==> src/design/rdf_pkg.sv <==
// shared types, constants and helper functions of the radix-2 fft
`default_nettype none
package rdf_pkg;

	localparam int MaxLog2 = 6;
	localparam int Points  = 1 << MaxLog2;
	localparam int AddrW   = MaxLog2;
	localparam int DataW   = 24;

	localparam logic [1:0] CFG_LOG2  = 2'd0;
	localparam logic [1:0] CFG_SCALE = 2'd1;

	typedef struct packed {
		logic signed [15:0] sample_im;
		logic signed [15:0] sample_re;
	} sample_t;

	typedef struct packed {
		logic              last_bin;
		logic [5:0]        bin_index;
		logic signed [31:0] bin_im;
		logic signed [31:0] bin_re;
	} bin_t;

	typedef struct packed {
		logic signed [DataW-1:0] im;
		logic signed [DataW-1:0] re;
	} cplx_t;

	typedef struct packed {
		logic signed [15:0] wi;
		logic signed [15:0] wr;
	} tw_t;

	typedef struct packed {
		logic             valid;
		logic [AddrW-1:0] idx;
		logic             last;
	} bin_tag_t;

	typedef enum logic [3:0] {
		ST_IDLE,
		ST_COPY,
		ST_COPY_END,
		ST_BF_RD,
		ST_BF_MUL,
		ST_BF_WR0,
		ST_BF_WR1,
		ST_OUT,
		ST_DRAIN
	} state_t;

	function automatic logic signed [15:0] cos_rom(input logic [4:0] k);
		logic signed [15:0] c;
		case (k)
			5'd0:    c = 16'sd32767;
			5'd1:    c = 16'sd32610;
			5'd2:    c = 16'sd32138;
			5'd3:    c = 16'sd31357;
			5'd4:    c = 16'sd30274;
			5'd5:    c = 16'sd28899;
			5'd6:    c = 16'sd27246;
			5'd7:    c = 16'sd25330;
			5'd8:    c = 16'sd23170;
			5'd9:    c = 16'sd20788;
			5'd10:   c = 16'sd18205;
			5'd11:   c = 16'sd15447;
			5'd12:   c = 16'sd12540;
			5'd13:   c = 16'sd9512;
			5'd14:   c = 16'sd6393;
			5'd15:   c = 16'sd3212;
			default: c = 16'sd0;
		endcase
		return c;
	endfunction

	// cos and -sin for k/64 of a turn
	function automatic tw_t twiddle(input logic [4:0] k);
		tw_t w;
		if (k <= 5'd16) begin
			w.wr = cos_rom(k);
			w.wi = -cos_rom(5'd16 - k);
		end else begin
			w.wr = -cos_rom(5'd0 - k);
			w.wi = -cos_rom(k - 5'd16);
		end
		return w;
	endfunction

	function automatic logic [2:0] eff_lg(input logic [2:0] l);
		logic [2:0] r;
		if (l == 3'd0)
			r = 3'd1;
		else if (l > 3'(MaxLog2))
			r = 3'(MaxLog2);
		else
			r = l;
		return r;
	endfunction

	function automatic logic [AddrW-1:0] bit_rev(input logic [AddrW-1:0] i,
		input logic [2:0] lg);
		logic [AddrW-1:0] r;
		int b;
		r = '0;
		for (b = 0; b < AddrW; b++) begin
			if (b < int'(lg))
				r[int'(lg) - 1 - b] = i[b];
		end
		return r;
	endfunction

endpackage
`default_nettype wire

==> src/design/rdf_bfly.sv <==
// butterfly datapath: registered twiddle products, rounding and sum/difference
`default_nettype none
module rdf_bfly import rdf_pkg::*; (
	input  wire logic  clk,
	input  wire logic  en,
	input  wire cplx_t xa,
	input  wire cplx_t xb,
	input  wire tw_t   tw,
	output cplx_t      top,
	output cplx_t      bot
);

	logic signed [DataW+15:0] p_rr_s1, p_ii_s1, p_ri_s1, p_ir_s1;
	cplx_t xa_s1;
	logic signed [DataW+16:0] tr_full, ti_full;
	logic signed [DataW-1:0] tr, ti;

	always_ff @(posedge clk) begin
		if (en) begin
			p_rr_s1 <= tw.wr * xb.re;
			p_ii_s1 <= tw.wi * xb.im;
			p_ri_s1 <= tw.wr * xb.im;
			p_ir_s1 <= tw.wi * xb.re;
			xa_s1   <= xa;
		end
	end

	always_comb begin
		tr_full = (DataW+17)'(p_rr_s1) - (DataW+17)'(p_ii_s1) + (DataW+17)'(1 << 14);
		ti_full = (DataW+17)'(p_ri_s1) + (DataW+17)'(p_ir_s1) + (DataW+17)'(1 << 14);
		tr = tr_full[DataW+14:15];
		ti = ti_full[DataW+14:15];
		top.re = xa_s1.re + tr;
		top.im = xa_s1.im + ti;
		bot.re = xa_s1.re - tr;
		bot.im = xa_s1.im - ti;
	end

endmodule
`default_nettype wire

==> config.mk <==
export PLATFORM = sky130hd
export DESIGN_NAME = rdf_bfly
export DESIGN_NICKNAME = d
export VERILOG_FILES = /design/src/design/rdf_pkg.sv /design/src/design/rdf_bfly.sv
export SDC_FILE = /design/constraint.sdc
export NUM_CORES = 2
export LEC_CHECK = 0
export ABC_AREA = 1
export BUFFER_PORTS_ARGS = -buffer_cell sky130_fd_sc_hd__buf_4
export CAP_MARGIN = 20
export CORE_UTILIZATION = 30
export CTS_CLUSTER_DIAMETER = 200
export CTS_CLUSTER_SIZE = 30
export DETAILED_ROUTE_END_ITERATION = 8
export REMOVE_ABC_BUFFERS = 1
export SYNTH_ARGS = -nofsm -noshare
export SYNTH_HDL_FRONTEND = slang
export SYNTH_SLANG_ARGS = --single-unit
export TNS_END_PERCENT = 1
==> constraint.sdc <==
create_clock -name clk -period 6.8 [get_ports clk]
set_input_delay 0 -clock clk [delete_from_list [all_inputs] [get_ports clk]]
set_output_delay 0 -clock clk [all_outputs]
set_load 0.1 [all_outputs]
# After elaboration in Yosys (flattened, before gate mapping)

Index checks and enable logic that the tools add are counted.

Add/sub/neg operators: 8
$mul: 4

Operators by type and width:

| kind                                                              | count |
|---|---|
| 16-bit by 24-bit multiplier with 39-bit output                    | 4 |
| 39-bit by 16-bit adder with 39-bit output (second input constant) | 2 |
| 24-bit adder                                                      | 2 |
| 24-bit subtractor                                                 | 2 |
| 39-bit adder                                                      | 1 |
| 39-bit subtractor                                                 | 1 |

Register bits after elaboration: 204
Bits of input ports: 130
Output and inout port bits: 96
Word-level logic and storage cells: 18

# Logic depth before layout (Yosys ltp)

Word-level depth: 3
Gate-level depth with buffers: 29
Depth with buffers taken out: 29

# Worst setup path before layout

OpenSTA, ideal clock, no wires.

Path type: input -> register
Start point: input port xb[47] in the netlist's numbering
End point: register p_ri_s1[34] (data pin)
Setup time: 260 ps
Arrival: 5,116 ps
Data required time: 6,540 ps
Path slack: 1,425 ps
Stages on the path: 19
Path buffers: 2
Path through: buf_2 -> buf_1 -> nand2_1 -> inv_1 -> fa_1 -> fa_1 -> inv_1 -> fa_1 -> fa_1 -> fa_1 -> fa_1 -> inv_1 -> ha_1 -> a21o_1 -> o21bai_1 -> o21bai_1 -> a21oi_1 -> nand2_1 -> xor2_1

Word-level cells in the longest chain between the ends: 1

RTL lines:

| element                                        | line           | text |
|---|---|---|
| start: declaration                             | rdf_bfly.sv:7  | `input wire cplx_t xb,` |
| 16-bit by 24-bit multiplier with 39-bit output | rdf_bfly.sv:22 | `p_ri_s1 <= tw.wr * xb.im;` |
| end signal: assignment                         | rdf_bfly.sv:22 |  |
| end: declaration                               | rdf_bfly.sv:13 | `logic signed [DataW+15:0] p_rr_s1, p_ii_s1, p_ri_s1, p_ir_s1;` |

No other way between the ends.
A chain may end at the register's enable or synchronous reset.

# Worst setup path in the final report

Start point: input port tw[20] in the netlist's numbering
End point: register p_ii_s1[23] (data pin)

Word-level cells in the longest chain between the ends: 1

RTL lines:

| element                                        | line           | text |
|---|---|---|
| start: declaration                             | rdf_bfly.sv:8  | `input wire tw_t tw,` |
| 16-bit by 24-bit multiplier with 39-bit output | rdf_bfly.sv:21 | `p_ii_s1 <= tw.wi * xb.im;` |
| end signal: assignment                         | rdf_bfly.sv:21 |  |
| end: declaration                               | rdf_bfly.sv:13 |  |

No other way between the ends.

==> impl_metrics.tcl <==
set metrics [dict create \
    die_x_um 505 \
    netlist_instances 10000 \
    cp_num_buf_inv 8 \
    core_sq_um 251000 \
    crit_cells 24 \
    ys.flop_type "edfxtp_1" \
    final_cells 13400 \
    seqCellArea_sq_um 6130 \
    cts_htree_levels 1 \
    cts.repair.resized 0 \
    gr-total-overflow 0 \
    setup_viol 0 \
    crit_path_end_kind "flip-flop" \
    drt_iter0_drc 4849 \
    cts_tree "yes" \
    hold-worst-slack_ns 0.00533 \
    arrival_ns 6.02 \
    yosysMostFrequentCell "inv_1" \
    slew_violations 0 \
    ant_nets 0 \
    hold_viol_final 0 \
    status "finished with violations" \
    use_met1_pct 25.4 \
    rsz0062_at_grt "false" \
    cp_slowest_cell "fa_1" \
    cts.sinks 204 \
    row_count 184 \
    cp_max_fo 32 \
    final_cell_area_sq_um 82000 \
    tns_ns 0 \
    synth_top_area_share_pct 38.9 \
    path_class "in -> reg" \
    netlist_area_sq_um 76000 \
    io_buffers 225 \
    synthArstFlopShare_pct 0 \
    synth-seq-area-share_pct 8.07 \
    grt_start_max_net_pins 148 \
    synth-seq-cells 204 \
    min_path_type "in -> reg" \
    syn_area_per_cell_sq_um 7.56 \
    grt_pass1_wl_mm 369 \
    multi_input_area_sq_um 57600 \
    ys_types 49 \
    gp_congestion 0.959 \
    synth_edf_count 204 \
    holdPathStages 1 \
    start_util_pct 30.2 \
    path_cells "buf_4 > buf_4 > nand2_1 > fa_1 > inv_1 > fa_1 > inv_1 > fa_1 > inv_1 > fa_1 > fa_1 > inv_1 > fa_1 > inv_1 > ha_1 > nand2_1 > nor2_1 > inv_1 > nor3_1 > nand2_1 > nand2_1 > nand2_1 > nand2_1 > xor2_1" \
    hpwlAfterDp_mm 192 \
    synth_top_area_cell "fa_1" \
    dp_cells 13400 \
    grt_pass1_vias 64200 \
    post_cts_buffers 0 \
    final_nets 12300 \
    die_area_sq_um 255000 \
    first_pass_iters 9 \
    nFillCells 27000 \
    clockBufferDepth 3 \
    max_slew_margin_pct 26.5 \
    wire_per_inst_um 17.4 \
    fmax_mhz 174 \
    grt.met3_usage_pct 1.53 \
    period_share_pct 84.4 \
    place_area_sq_um 81200 \
    synth_commonest_cells "inv_1, nand2_1, fa_1" \
    fp.dieH_um 505 \
    clock-root-buffer "clkbuf_16" \
    syn_to_final_growth_pct 7.97 \
    drc 20 \
    vias 62300 \
    max_cap_viol_count 0 \
    totalWireLength_mm 234 \
    grt.busiest_layer "met2" \
    required_ns 7.08 \
    clk_transition_reported_paths_ns 0.14 \
    violations "design-rule violations" \
    pin_count 226 \
    start_kind "primary input" \
    viasPerCell 4.64 \
    ys_warn_count 0 \
    numCtsBuffers 11 \
    synth_area_leaders "fa_1, inv_1, nand2_1, ha_1, edfxtp_1" \
    grt_usage_pct 18.5 \
    drive_above_1_share_pct 3.80 \
    worstMarginPinSlew_ns 1.10 \
    crit_family "adder cells" \
    grtUsageMet2_pct 31.5 \
    min_period_ns 5.74 \
    antenna_found_initial 19 \
    max_stage_delay_ns 0.55 \
]
-- path summary, 6_finish.rpt --
| path | from | endpoint | slack, ns |
|---|---|---|---|
| worst min-delay path | en | xa_s1[5] | 0.005 |
| worst max-delay path | tw[20] | p_ii_s1[23] | 1.06 |
-- cell families (layout without fill, tap and decap cells) --
| kind of cell | after synthesis | in the layout | synth area share (%) |
|---|---|---|---|
| other cells | 0 | 6 | 0 |
| simple gates | 3523 | 3523 | 18.4 |
| xor+xnor | 257 | 257 | 2.97 |
| compound gates | 721 | 721 | 5.26 |
| fa+ha+maj | 2100 | 2100 | 49.2 |
| buf+inv | 3240 | 3265 | 16.1 |
| flops | 204 | 204 | 8.07 |
-- flip-flops by register name (all words and copies together) (netlist names) --
signal and flops:
p_ir_s1 39, p_ri_s1 39, xa_s1 48, p_rr_s1 39, p_ii_s1 39
-- layout by cell type, fill, tap and decap left out, types with 49 or more instances in the layout --
master,instances
edfxtp_1,204
o21bai_1,50
nand4_1,50
nor2_1,531
a21oi_1,373
buf_4,284
fa_1,1476
o21ai_0,172
nor3_1,56
xnor2_1,58
dlygate4sd3_1,49
xor2_1,198
ha_1,624
inv_1,2890
nand2_1,2566
nand3_1,237
-- per-stage QoR --
stage	utilization [%]	setup WS, ns
floorplan	-	1.72
global placement	32.3	0.620
detailed placement	32.3	0.562
CTS	32.6	1.08
global route	32.6	0.790
finish	32.6	1.06
-- final cells by class --
cell class	count	area share, %
Antenna cell	6	0.0183
Clock buffer	11	0.336
Clock inverter	3	0.0549
Inverter	2907	13.3
Multi-Input combinational cell	6601	70.2
Sequential cell	204	7.47
Tap cell	3348	5.11
Timing Repair Buffer	344	3.46
-- timing repair --
item | in CTS | in global routing
endpoints found under the hold margin | 49 | 0
hold buffers | 49 | 0
endpoints found under the setup margin | 0 | 0
-- routing by layer --
metal / wire, um / share of wire (%)
met5: 98 / 0.042
met4: 5530 / 2.4
met3: 13700 / 5.9
met2: 112000 / 48
met1: 103000 / 44
Power is not shown: default switching activity piles up to over one toggle a cycle in this logic, so the estimate is an artifact.
