<file path="src/design/rdf_pkg.sv">
// shared types, constants and helper functions of the radix-2 fft
`default_nettype none
package rdf_pkg;

	localparam int MaxLog2 = 6;
	localparam int Points  = 1 << MaxLog2;
	localparam int AddrW   = MaxLog2;
	localparam int DataW   = 24;

	localparam logic [1:0] CFG_LOG2  = 2'd0;
	localparam logic [1:0] CFG_SCALE = 2'd1;

	typedef struct packed {
		logic signed [15:0] sample_im;
		logic signed [15:0] sample_re;
	} sample_t;

	typedef struct packed {
		logic              last_bin;
		logic [5:0]        bin_index;
		logic signed [31:0] bin_im;
		logic signed [31:0] bin_re;
	} bin_t;

	typedef struct packed {
		logic signed [DataW-1:0] im;
		logic signed [DataW-1:0] re;
	} cplx_t;

	typedef struct packed {
		logic signed [15:0] wi;
		logic signed [15:0] wr;
	} tw_t;

	typedef struct packed {
		logic             valid;
		logic [AddrW-1:0] idx;
		logic             last;
	} bin_tag_t;

	typedef enum logic [3:0] {
		ST_IDLE,
		ST_COPY,
		ST_COPY_END,
		ST_BF_RD,
		ST_BF_MUL,
		ST_BF_WR0,
		ST_BF_WR1,
		ST_OUT,
		ST_DRAIN
	} state_t;

	function automatic logic signed [15:0] cos_rom(input logic [4:0] k);
		logic signed [15:0] c;
		case (k)
			5'd0:    c = 16'sd32767;
			5'd1:    c = 16'sd32610;
			5'd2:    c = 16'sd32138;
			5'd3:    c = 16'sd31357;
			5'd4:    c = 16'sd30274;
			5'd5:    c = 16'sd28899;
			5'd6:    c = 16'sd27246;
			5'd7:    c = 16'sd25330;
			5'd8:    c = 16'sd23170;
			5'd9:    c = 16'sd20788;
			5'd10:   c = 16'sd18205;
			5'd11:   c = 16'sd15447;
			5'd12:   c = 16'sd12540;
			5'd13:   c = 16'sd9512;
			5'd14:   c = 16'sd6393;
			5'd15:   c = 16'sd3212;
			default: c = 16'sd0;
		endcase
		return c;
	endfunction

	// cos and -sin for k/64 of a turn
	function automatic tw_t twiddle(input logic [4:0] k);
		tw_t w;
		if (k <= 5'd16) begin
			w.wr = cos_rom(k);
			w.wi = -cos_rom(5'd16 - k);
		end else begin
			w.wr = -cos_rom(5'd0 - k);
			w.wi = -cos_rom(k - 5'd16);
		end
		return w;
	endfunction

	function automatic logic [2:0] eff_lg(input logic [2:0] l);
		logic [2:0] r;
		if (l == 3'd0)
			r = 3'd1;
		else if (l > 3'(MaxLog2))
			r = 3'(MaxLog2);
		else
			r = l;
		return r;
	endfunction

	function automatic logic [AddrW-1:0] bit_rev(input logic [AddrW-1:0] i,
		input logic [2:0] lg);
		logic [AddrW-1:0] r;
		int b;
		r = '0;
		for (b = 0; b < AddrW; b++) begin
			if (b < int'(lg))
				r[int'(lg) - 1 - b] = i[b];
		end
		return r;
	endfunction

endpackage
`default_nettype wire

</file>
<file path="src/design/rdf_scale.sv">
// output scaler: q8.24 multiply, rounding and 32-bit saturation
`default_nettype none
module rdf_scale import rdf_pkg::*; (
	input  wire logic               clk,
	input  wire logic               arst_n,
	input  wire bin_tag_t           tag,
	input  wire cplx_t              data,
	input  wire logic signed [31:0] scale,
	output bin_t                    result,
	output logic                    result_valid,
	output logic                    pipe_busy
);

	logic signed [DataW+31:0] pr_s1, pi_s1;
	bin_tag_t tag_s1;
	logic signed [DataW+32:0] tr, ti;
	logic signed [32:0] sr, si;

	function automatic logic signed [31:0] sat32(input logic signed [32:0] v);
		logic signed [31:0] r;
		if (v > 33'sd2147483647)
			r = 32'sh7fffffff;
		else if (v < -33'sd2147483648)
			r = 32'sh80000000;
		else
			r = v[31:0];
		return r;
	endfunction

	always_ff @(posedge clk or negedge arst_n) begin
		if (!arst_n) begin
			tag_s1       <= '0;
			result_valid <= 1'b0;
		end else begin
			tag_s1       <= tag;
			result_valid <= tag_s1.valid;
		end
	end

	always_ff @(posedge clk) begin
		pr_s1       <= data.re * scale;
		pi_s1       <= data.im * scale;
		result.bin_re    <= sat32(sr);
		result.bin_im    <= sat32(si);
		result.bin_index <= 6'(tag_s1.idx);
		result.last_bin  <= tag_s1.last;
	end

	always_comb begin
		tr = (DataW+33)'(pr_s1) + (DataW+33)'(1 << 23);
		ti = (DataW+33)'(pi_s1) + (DataW+33)'(1 << 23);
		sr = tr[DataW+32:24];
		si = ti[DataW+32:24];
	end

	assign pipe_busy = tag_s1.valid;

endmodule
`default_nettype wire

</file>
<file path="config.mk">
export PLATFORM = sky130hd
export DESIGN_NAME = rdf_scale
export DESIGN_NICKNAME = d
export VERILOG_FILES = /design/src/design/rdf_pkg.sv /design/src/design/rdf_scale.sv
export SDC_FILE = /design/constraint.sdc
export NUM_CORES = 2
export LEC_CHECK = 0
export BUFFER_PORTS_ARGS = -buffer_cell sky130_fd_sc_hd__buf_4
export CAP_MARGIN = 5
export CORE_MARGIN = 8
export CORE_UTILIZATION = 50
export DETAILED_ROUTE_END_ITERATION = 6
export PLACE_DENSITY = 0.66
export RECOVER_POWER = 25
export SYNTH_ARGS = -nofsm -noshare
export SYNTH_HDL_FRONTEND = slang
export SYNTH_SLANG_ARGS = --single-unit
</file>
<file path="constraint.sdc">
create_clock -name clk -period 4.7 [get_ports clk]
set_input_delay 0.235 -clock clk [delete_from_list [all_inputs] [get_ports clk]]
set_output_delay 0.235 -clock clk [all_outputs]
set_load 0.005 [all_outputs]
</file>
* Word level (Yosys, flattened, before mapping)
Index checks and enable logic that the tools add are counted.
** Storage, ports and cells
- Register bits after elaboration :: 192
** Cells by class
- $add $sub $neg :: 2
- Multipliers :: 2
- Magnitude comparators :: 4
- Mux-type cells :: 2
** Operator list (number)
- 56-bit by 25-bit adder with 57-bit output, second input constant :: 2
- 24-bit by 32-bit multiplier with 56-bit output :: 2
- 33-bit by 32-bit > comparator with 1-bit output, second input constant :: 2
- 33-bit by 32-bit less-than comparator with 1-bit output, second input constant :: 2
- 32-bit 2-to-1 mux :: 2

* Depth between registers and ports, before layout
- Depth after elaboration :: 3
- Depth in mapped cells :: 27
- Gate-level depth less buffers :: 25

* Worst setup path after synthesis
Ideal clock, no wire load.
- Path type :: input to register
- Start :: input port scale[31]
- End :: register pr_s1[54]
- Library setup time :: 0.127 ns
- Data arrival time :: 6.885 ns
- Data required time :: 4.573 ns
- Setup slack :: -2.313 ns
- Stages on the path :: 23
- Path through :: clkbuf_1 -> clkbuf_1 -> nand2_1 -> inv_1 -> fa_1 -> fa_1 -> inv_1 -> fa_1 -> inv_1 -> fa_1 -> fa_1 -> fa_1 -> fa_1 -> ha_1 -> a21o_1 -> a21o_1 -> a21oi_1 -> nand2_1 -> or4_1 -> a21o_1 -> o21ai_4 -> o221ai_1 -> xor2_1
** Between the ends
- Word-level cells in the longest chain between the ends :: 1
** Ends and longest elaborated chain
- start: declaration :: RTL line rdf_scale.sv:8 : input wire logic signed [31:0] scale,
- 24-bit by 32-bit multiplier with 56-bit output :: RTL line rdf_scale.sv:41 : pr_s1 <= data.re * scale;
- end signal: assignment :: RTL line rdf_scale.sv:41
- end: declaration :: RTL line rdf_scale.sv:14 : logic signed [DataW+31:0] pr_s1, pi_s1;
No other way between the ends.
A chain may end at the register's enable or synchronous reset.

* Worst setup path after layout
- Start :: input port scale[10]
- End :: register pr_s1[55]
Same word-level chain as after synthesis.

==> insert_results.sql <==
INSERT INTO impl_metrics (metric_group, metric, value, unit) VALUES
('clock_network', 'tritoncts_num_sinks', '146', ''),
('placement', 'hpwl_dp', '125', 'mm'),
('drt', 'detail_route.first_pass.iterations', '7', ''),
('sta', 'maxClockFrequency', '157', 'MHz'),
('synth', 'async_flop_share', '6.16', '%'),
('synth', 'synth-seq-area-share', '5.23', '%'),
('critical_path', 'criticalPathCategory', 'in2reg', ''),
('sta', 'slew_viol_final', '0', ''),
('sta', 'maxSlewHeadroom', '31.9', '%'),
('synth', 'synth_area_leader_cell', 'fa_1', ''),
('clock_network', 'clock_tree.htree_level_count', '4', ''),
('synth', 'synth.top_cell.area_share', '55.2', '%'),
('placement', 'port_buffer_count', '162', ''),
('synth', 'synthDistinctLibCells', '67', ''),
('sta', 'timing.final.crit_share', '136', '%'),
('grt', 'overflow', '0', ''),
('synth', 'yosysWarningCount', '0', ''),
('grt', 'grt_pass1_vias', '46789', ''),
('cells_and_area', 'finalNetCount', '8570', ''),
('synth', 'synth_enable_flop_cells', '0', ''),
('critical_path', 'worst_setup_path_end_kind', 'flop', ''),
('clock_network', 'cts-root-buf', 'clkbuf_16', ''),
('critical_path', 'rr_startpoint', 'pi_s1[24]', ''),
('sta', 'layout_min_cycle_time', '6380', 'ps'),
('synth', 'mean_instance_size_in_the_synthesized_netlist', '9.40', 'sq um'),
('synth', 'synth_fp_nets', '7985', ''),
('critical_path', 'critPathArrivalTime', '6750', 'ps'),
('placement', 'gp_congestion', '0.890', ''),
('cells_and_area', 'most-common-layout-cells', 'fa_1 (1,508), inv_1 (1,459), nand2_1 (835), and2_1 (672), buf_4 (645)', ''),
('synth', 'syn-instance-count', '6037', ''),
('critical_path', 'worst_ep_required_time', '5070', 'ps'),
('clock_network', 'clk_path_buf_depth', '2', ''),
('clock_network', 'worst_skew_pair.late_latency', '460', 'ps'),
('status', 'violations', 'design-rule violations, negative setup slack', ''),
('cells_and_area', 'layout.cells.most_common', 'fa_1', ''),
('drt', 'antenna_nets_post_route', '0', ''),
('drt', 'routed-via-count', '41356', ''),
('die', 'fp.dieArea', '124000', 'sq um'),
('sta', 'setup_slack', '-1680', 'ps'),
('critical_path', 'crit_start', 'scale[10]', ''),
('grt', 'grt_first_pass_wirelength', '243', 'mm'),
('die', 'core', '112000', 'sq um'),
('critical_path', 'timing.critical_path.to', 'pr_s1[55]', ''),
('die', 'dieWidth', '353', 'microns'),
('hold_path', 'hold_path_class', 'in2async', ''),
('drt', 'detailedRoute.firstIterationViolations', '2225', ''),
('sta', 'worst-slew-pin-transition', '1020', 'ps'),
('grt', 'initial_antenna_violation_count', '3', ''),
('sta', 'rsz0062_at_grt', 'yes', ''),
('sta', 'setup_violations', '66', ''),
('grt', 'gr-usage-all-layers', '24.3', '%'),
('drt', 'drc', '2', ''),
('die', 'design.portCount', '163', ''),
('synth', 'synth_top_flop_cell', 'dfxtp_1', ''),
('clock_network', 'cts_inserted_buffers', '17', ''),
('synth', 'synth.ff_latch_count', '146', ''),
('sta', 'clock-skew-final', '7.29', 'ps'),
('status', 'outcome', 'finished with violations', ''),
('critical_path', 'timing.rr.end', 'result[34]', ''),
('job', 'max_cap_viol', '0', ''),
('cells_and_area', 'area_delta_synth_final', '19.8', '%'),
('cells_and_area', 'post_route_cells_drive_above_1_share', '18.8', '%'),
('synth', 'syn-cell-area', '56700', 'sq um'),
('grt', 'grt_max_degree', '31', ''),
('die', 'row_count', '123', ''),
('critical_path', 'critical_path.startpoint_type', 'primary input', ''),
('clock_network', 'clkSlewWorstSetupHoldPaths', '60', 'ps'),
('synth', 'post_synth_main_area_contributors', 'fa_1 (55%), inv_1 (10%), and2_1 (8.0%), ha_1 (6.5%), nand2_1 (5.7%)', ''),
('drt', 'routed_via_density', '5.08', ''),
('clock_network', 'cts_tree', 'done', ''),
('placement', 'preCtsSetupSlack', '-2490', 'ps'),
('sta', 'final-hold-violation-count', '0', ''),
('critical_path', 'regToRegSetupSlack', '1490', 'ps'),
('die', 'start_util', '50.4', '%'),
('cells_and_area', 'diodes', '0', ''),
('critical_path', 'cell_depth_of_the_worst_flop_to_flop_path', '8', ''),
('sta', 'hold_ws', '253', 'ps'),
('die', 'floorplan.die.height', '353', 'microns'),
('critical_path', 'worst-path-max-fanout', '8', ''),
('cells_and_area', 'num-fill-cells', '9603', ''),
('drt', 'routed_wirelength', '147', 'mm'),
('cells_and_area', 'post_layout_nonfiller_instances', '8134', ''),
('drt', 'avgRoutedWirePerCell', '18.1', 'microns'),
('placement', 'dpl.cell_count', '8002', '');
worst min-delay path by stage:
| stage | endpoint | slack, ps |
|---|---|---|
| 5_1_grt | tag_s1[1] | 300 |
| 6_report | tag_s1[6] | 250 |
| 2_1_floorplan | pipe_busy | -60 |
| 3_5_place_dp | tag_s1[6] | 70 |
| 4_1_cts | tag_s1[6] | 80 |
| 3_3_place_gp | tag_s1[6] | 60 |
Yosys cell counts (29+ instances only):
cell type,count
fa_1,1564
xnor2_1,93
xor2_1,55
nand2_1,860
a21o_1,45
dfxtp_1,137
a21oi_1,52
inv_1,1511
ha_1,294
and2_1,728
clkbuf_1,308
nor2_1,98
nand3_1,29
o21ai_0,48
critical path: stages:
cell       delay (ps)
buf_16            120
buf_4             150
buf_6             140
and2_4            140
fa_1              470
inv_1              50
fa_1              470
inv_1              50
fa_1              480
fa_1              580
fa_1              450
fa_1              490
inv_1              50
fa_1              470
inv_1              60
ha_4              210
and3_4            170
a31o_4            230
a211oi_2          140
buf_4             170
o2bb2ai_4          70
or4_4             470
a21o_4            270
o21ai_4           220
o21ai_2           100
a211oi_2          270
per-stage QoR:
step	util, %	setup TNS, ps	instance area [sq um]
after floorplan	-	-78750	58100
after detailed placement	57.4	-131620	64500
after CTS	59.4	-84700	66800
after global routing	60.4	-100710	68000
after global placement	57.4	-128030	64500
final	60.4	-88000	68000
routing by layer:
metal	routed length [microns]	vias up	track usage, %
met5	0	-	0
met4	4540	0	7.53
met3	7630	254	2.16
met2	76600	1173	43.2
met1	58300	21601	31.6
li1	-	18328	-
area by class of cell:
type	instances	area [sq um]	share of cell area [%]
clock buffers	23	488	0.718
clock inverters	8	55.1	0.0810
inverters	1513	5700	8.38
multi-input cells	4064	48400	71.2
flip-flops and latches	146	2970	4.37
well taps	1500	1880	2.76
repair buffers	880	8470	12.5
kinds of logic (layout without fill, tap and decap cells):
family,Yosys count,count (layout),share of synthesized area [%]
adder cells (fa/ha/maj),1858,1858,61.7
buffers and inverters,1827,2424,12.1
AND/OR/NAND/NOR,1819,1819,15.8
AO/OA/AOI/OAI,237,237,2.82
XOR/XNOR,148,148,2.29
flip-flops,146,146,5.23
multiplexers,2,2,0.0353
state kept, by name (all words and copies together) (netlist names):
register / flops
tag_s1: 7
result_valid: 1
pi_s1: 33
result: 71
pipe_busy: 1
pr_s1: 33
repair_timing:
item	CTS	global route
endpoints found under the setup margin	66	66
hold buffers	9	0
resized for setup	274	199
endpoints found under the hold margin	17	0
gates cloned	6	5
setup buffers	49	49
pin swaps	153	157
Power is left out: the tool's default activity adds up to more than one toggle a clock period on the data nets, which glitch-free logic cannot reach.
